File: src/rtl/bbma_pkg.sv
// Package for the bounded byte memory access block: command codes, sizes and
// the check result type shared by the bounds checker and the top level.
// Depends on nothing.
package bbma_pkg;

  localparam int ADDR_W        = 64;
  localparam int DATA_W        = 64;
  localparam int BANKS         = 8;
  localparam int BYTE_W        = 8;
  localparam int DEF_MEM_BYTES = 65536;

  localparam logic [1:0] CMD_LOAD    = 2'd0;
  localparam logic [1:0] CMD_STORE   = 2'd1;
  localparam logic [1:0] CMD_RESERVE = 2'd2;
  localparam logic [1:0] CMD_NOP     = 2'd3;

  localparam logic [1:0] SIZE_1 = 2'd0;
  localparam logic [1:0] SIZE_2 = 2'd1;
  localparam logic [1:0] SIZE_4 = 2'd2;
  localparam logic [1:0] SIZE_8 = 2'd3;

  // Result of the address checks, valid in the access cycle.
  typedef struct packed {
    logic fault;      // access leaves main memory or wraps
    logic in_window;  // address lies in the 8-byte window above the reserved address
  } chk_res_t;

  // Access length minus one, as a byte index limit.
  function automatic logic [2:0] size_last(input logic [1:0] size_code);
    logic [2:0] last;
    case (size_code)
      SIZE_1:  last = 3'd0;
      SIZE_2:  last = 3'd1;
      SIZE_4:  last = 3'd3;
      SIZE_8:  last = 3'd7;
      default: last = 3'd0;
    endcase
    return last;
  endfunction

endpackage

File: src/rtl/bbma_bounds.sv
// Two-stage address checker: subtractions are registered in the first stage,
// the compares against the memory size and the window follow in the second.
// Depends on bbma_pkg.
module bbma_bounds
  import bbma_pkg::*;
#(
  parameter int MEM_BYTES = DEF_MEM_BYTES,
  parameter int OFF_W     = 16
) (
  input  logic              clk,
  input  logic              en,
  input  logic [ADDR_W-1:0] addr,
  input  logic [1:0]        size_code,
  input  logic [ADDR_W-1:0] base,
  input  logic [ADDR_W-1:0] res_addr,
  output logic [OFF_W-1:0]  off,
  output chk_res_t          chk
);

  localparam logic [ADDR_W-1:0] MemSize = ADDR_W'(MEM_BYTES);

  logic [ADDR_W-1:0] off_r, off_nxt;
  logic              below_r, below_nxt;
  logic              wrap_r, wrap_nxt;
  logic              rbelow_r, rbelow_nxt;
  logic              rnear_r, rnear_nxt;
  logic [ADDR_W-1:0] rdiff;
  logic [3:0]        tail;
  logic [3:0]        len;

  always_comb begin
    {below_nxt, off_nxt} = {1'b0, addr} - {1'b0, base};
    {rbelow_nxt, rdiff}  = {1'b0, addr} - {1'b0, res_addr};
    rnear_nxt            = (rdiff[ADDR_W-1:3] == '0);
    // The last byte lies past the top of the address space.
    tail     = {1'b0, addr[2:0]} + {1'b0, size_last(size_code)};
    wrap_nxt = (&addr[ADDR_W-1:3]) && tail[3];
  end

  always_ff @(posedge clk) begin
    if (en) begin
      off_r    <= off_nxt;
      below_r  <= below_nxt;
      wrap_r   <= wrap_nxt;
      rbelow_r <= rbelow_nxt;
      rnear_r  <= rnear_nxt;
    end
  end

  always_comb begin
    len           = {1'b0, size_last(size_code)} + 4'd1;
    chk.fault     = below_r || wrap_r || (off_r > (MemSize - {{(ADDR_W-4){1'b0}}, len}));
    chk.in_window = !rbelow_r && rnear_r;
  end

  assign off = off_r[OFF_W-1:0];

endmodule

File: config.mk
export PLATFORM = sky130hd
export DESIGN_NAME = bbma_bounds
export DESIGN_NICKNAME = d
export VERILOG_FILES = /design/src/rtl/bbma_pkg.sv /design/src/rtl/bbma_bounds.sv
export SDC_FILE = /design/constraint.sdc
export NUM_CORES = 1
export LEC_CHECK = 0
export BUFFER_PORTS_ARGS = -buffer_cell sky130_fd_sc_hd__buf_4
export CORE_ASPECT_RATIO = 0.6
export CORE_UTILIZATION = 52
export DETAILED_ROUTE_END_ITERATION = 8
export PLACE_DENSITY = 0.84
export SETUP_SLACK_MARGIN = 0.1
export SKIP_CTS_REPAIR_TIMING = 1
export SLEW_MARGIN = 5
export SYNTH_ARGS = -nofsm -noshare
export SYNTH_HDL_FRONTEND = slang
export SYNTH_SLANG_ARGS = --single-unit
File: constraint.sdc
create_clock -name clk -period 3.91 [get_ports clk]
set_input_delay 0.391 -clock clk [delete_from_list [all_inputs] [get_ports clk]]
set_output_delay 0.391 -clock clk [all_outputs]
set_load 0.02 [all_outputs]
==> flow_metrics.tcl <==
set metrics [dict create \
    drive_gt1_share_pct 25.7 \
    crit_family "compound AO/OA/AOI/OAI gates" \
    io_pins 214 \
    hold_start "base[0]" \
    ys_seq_elements 68 \
    cts_tree "done" \
    yosys.cell_types.count 70 \
    yosysTopAreaCell "edfxtp_1" \
    core.rowCount 39 \
    synthTopCellsByArea "edfxtp_1, ha_1, a21oi_1" \
    synth_most_common_cell "inv_1" \
    utilization_pct 72.2 \
    critPathMaxFanout 3 \
    vias_per_cell 6.25 \
    final-setup-viol-count 0 \
    grt_pass1_vias 11700 \
    syn_nets 1743 \
    yosysWarnings 0 \
    grt.total_usage_pct 41.0 \
    numCtsBuffers 9 \
    grt_max_degree 69 \
    clock-root-buffer "clkbuf_16" \
    finalHoldViolations 0 \
    synth_common_cells "inv_1, a21oi_1, ha_1" \
    power_density_nw_per_um2 284 \
    slew_headroom_pct 32.5 \
    critPathBufInv 1 \
    netlist.area_leader.share_pct 19.3 \
    critPathCaptureType "register" \
    synth_edf_count 68 \
    max_freq_ghz 0.265 \
    antenna_found_initial 1 \
    dp_hpwl_um 36400 \
    yosys.area_share.xor_xnor_pct 7.55 \
    grt_overflow 0 \
    drc 0 \
    dieHeight_um 112 \
    wire_per_inst_um 21.2 \
    power.leakage_nw 6.74 \
    seq_area_frac_synth_pct 19.3 \
    synthFlopType "edfxtp_1" \
    clk_path_buf_depth 2 \
    slowest_delay_ns 0.54 \
    place.gp.congestion 1.05 \
    cp_slowest_cell "or4_1" \
    die-area_um2 20900 \
    synth_mux_area_share_pct 0.593 \
    num_vias 12800 \
    clock_sinks 68 \
    yosys.area_share.simple_pct 21.5 \
    hp-class "primary input to register" \
    core_area_um2 19500 \
    layout.nets 2102 \
    start_util_pct 54.2 \
    clk_pin_slew_ns 0.07 \
    netlist_area_um2 10600 \
    startpoint "addr[5]" \
    vdd_ir_drop_max_mv 0.241 \
    slew_violations 0 \
    synthAdderAreaFrac_pct 15.8 \
    cp-start-kind "primary input" \
    cts-htree-levels 3 \
    fin_area_um2 14100 \
    place_area_um2 13600 \
    setup_tns_ns 0 \
    portBuffers 213 \
    area_growth_pct 33.2 \
    outcome "completed" \
    drv_cap 0 \
    criticalPathCategory "primary input to register" \
    syn_area_per_cell_um2 7.46 \
    drt_pass1_iterations 8 \
    die_x_um 186 \
    crit_top_cell "nor4_2" \
    syn_inst 1414 \
    period_share_pct 96.5 \
    grt_pass1_wl_um 65100 \
    synth_compound_area_share_pct 26.4 \
    fin_crit_ns 3.77 \
    ant_nets 0 \
    required_ns 4.11 \
    wl_um 43300 \
    rsz0062_at_grt "no" \
    tightest_slew_ns 1.01 \
    arrival_ns 3.97 \
    drtIter0Drc 1752 \
    synth_top_family_by_area "compound AO/OA/AOI/OAI gates" \
    critical_path.cell_chain "buf_4 -> ha_1 -> a21o_1 -> a32o_2 -> a311oi_4 -> o221ai_2 -> a211o_1 -> a21oi_2 -> mux2i_1 -> nand3_1 -> nor4_2 -> o211ai_1 -> or4_1 -> nor4_2" \
    async_flop_share_pct 0 \
]
## flip-flops by register name, indices dropped and copies added, names as in the netlist
register and flops:
rnear_r 1, below_r 1, off_r 64, wrap_r 1, rbelow_r 1
## per-layer routing
metal | vias to the layer above | part of all wire, % | track usage (%)
met1 | 5898 | 46 | 62.3
li1 | 5910 | - | -
met3 | 75 | 15 | 14.0
met5 | - | 0.030 | 0
met4 | 2 | 1.6 | 7.32
met2 | 902 | 38 | 55.0
## power breakdown
group	switching, mW	internal, mW	leakage (nW)
registers	0.0541	0.963	0.665
clock network	0.390	0.497	0.138
logic	1.17	0.917	5.93
## path summary, 6_finish.rpt
check                       to  slack [ns]  cells after the start
worst max-delay path   rnear_r        0.14                     14
worst min-delay path  off_r[0]        0.44                      3
## cells in the final DEF (no fill, tap or decap), types with 4 or more instances in the layout
master     instances
and3_1            10
nor2_1            81
nand4_1           61
a211oi_1          10
o21ai_0           80
and4_1             6
buf_4            407
a2111oi_0          4
ha_1             132
a221oi_1           4
or4_1              6
o21bai_1          25
or3_1             12
a221o_1            4
inv_1            171
o21a_1            17
o31ai_1            5
clkbuf_16          9
a21oi_1          151
nand3_1           35
nand2b_1          11
o211ai_1          11
edfxtp_1          68
nor2b_1           20
mux2i_1            4
nor3_1            37
o2111ai_1          5
nand2_1          116
nor4_1            24
xnor2_1           49
a31oi_1           11
nor3b_1            7
and2_1             9
o21ai_1            5
a21o_1            44
xor2_1            41
a31o_2             5
a211o_1            4
## final cells by class
| cell class | instances | area, um2 |
|---|---|---|
| multi-input cells | 1116 | 7690 |
| diodes | 1 | 2.50 |
| well taps | 266 | 333 |
| fillers | 1604 | 5410 |
| clock buffers | 9 | 225 |
| clock inverters | 7 | 75.1 |
| repair buffers | 407 | 3060 |
| inverters | 171 | 642 |
| flip-flops and latches | 68 | 2040 |
## through the flow
step / std cells / worst slack [ns] / power (mW) / hold slack (ns)
after floorplan: 1414 / 0.118 / 2.15 / 0.503
after global placement: 2025 / -0.132 / 2.96 / 0.817
after detailed placement: 2025 / -0.315 / 3.00 / 0.815
after CTS: 2041 / 0.0761 / 3.88 / 0.430
after global routing: 2044 / 0.0816 / 4.16 / 0.431
final: 2045 / 0.139 / 3.99 / 0.444
## cell families (layout without fill, tap and decap cells)
family	count (synthesis)	after routing
flops	68	68
simple gates	448	448
xor+xnor	91	91
compound gates	438	438
other cells	0	1
fa+ha+maj	133	133
mux	6	6
buf+inv	230	594
Power figures use the tool's default switching activity.
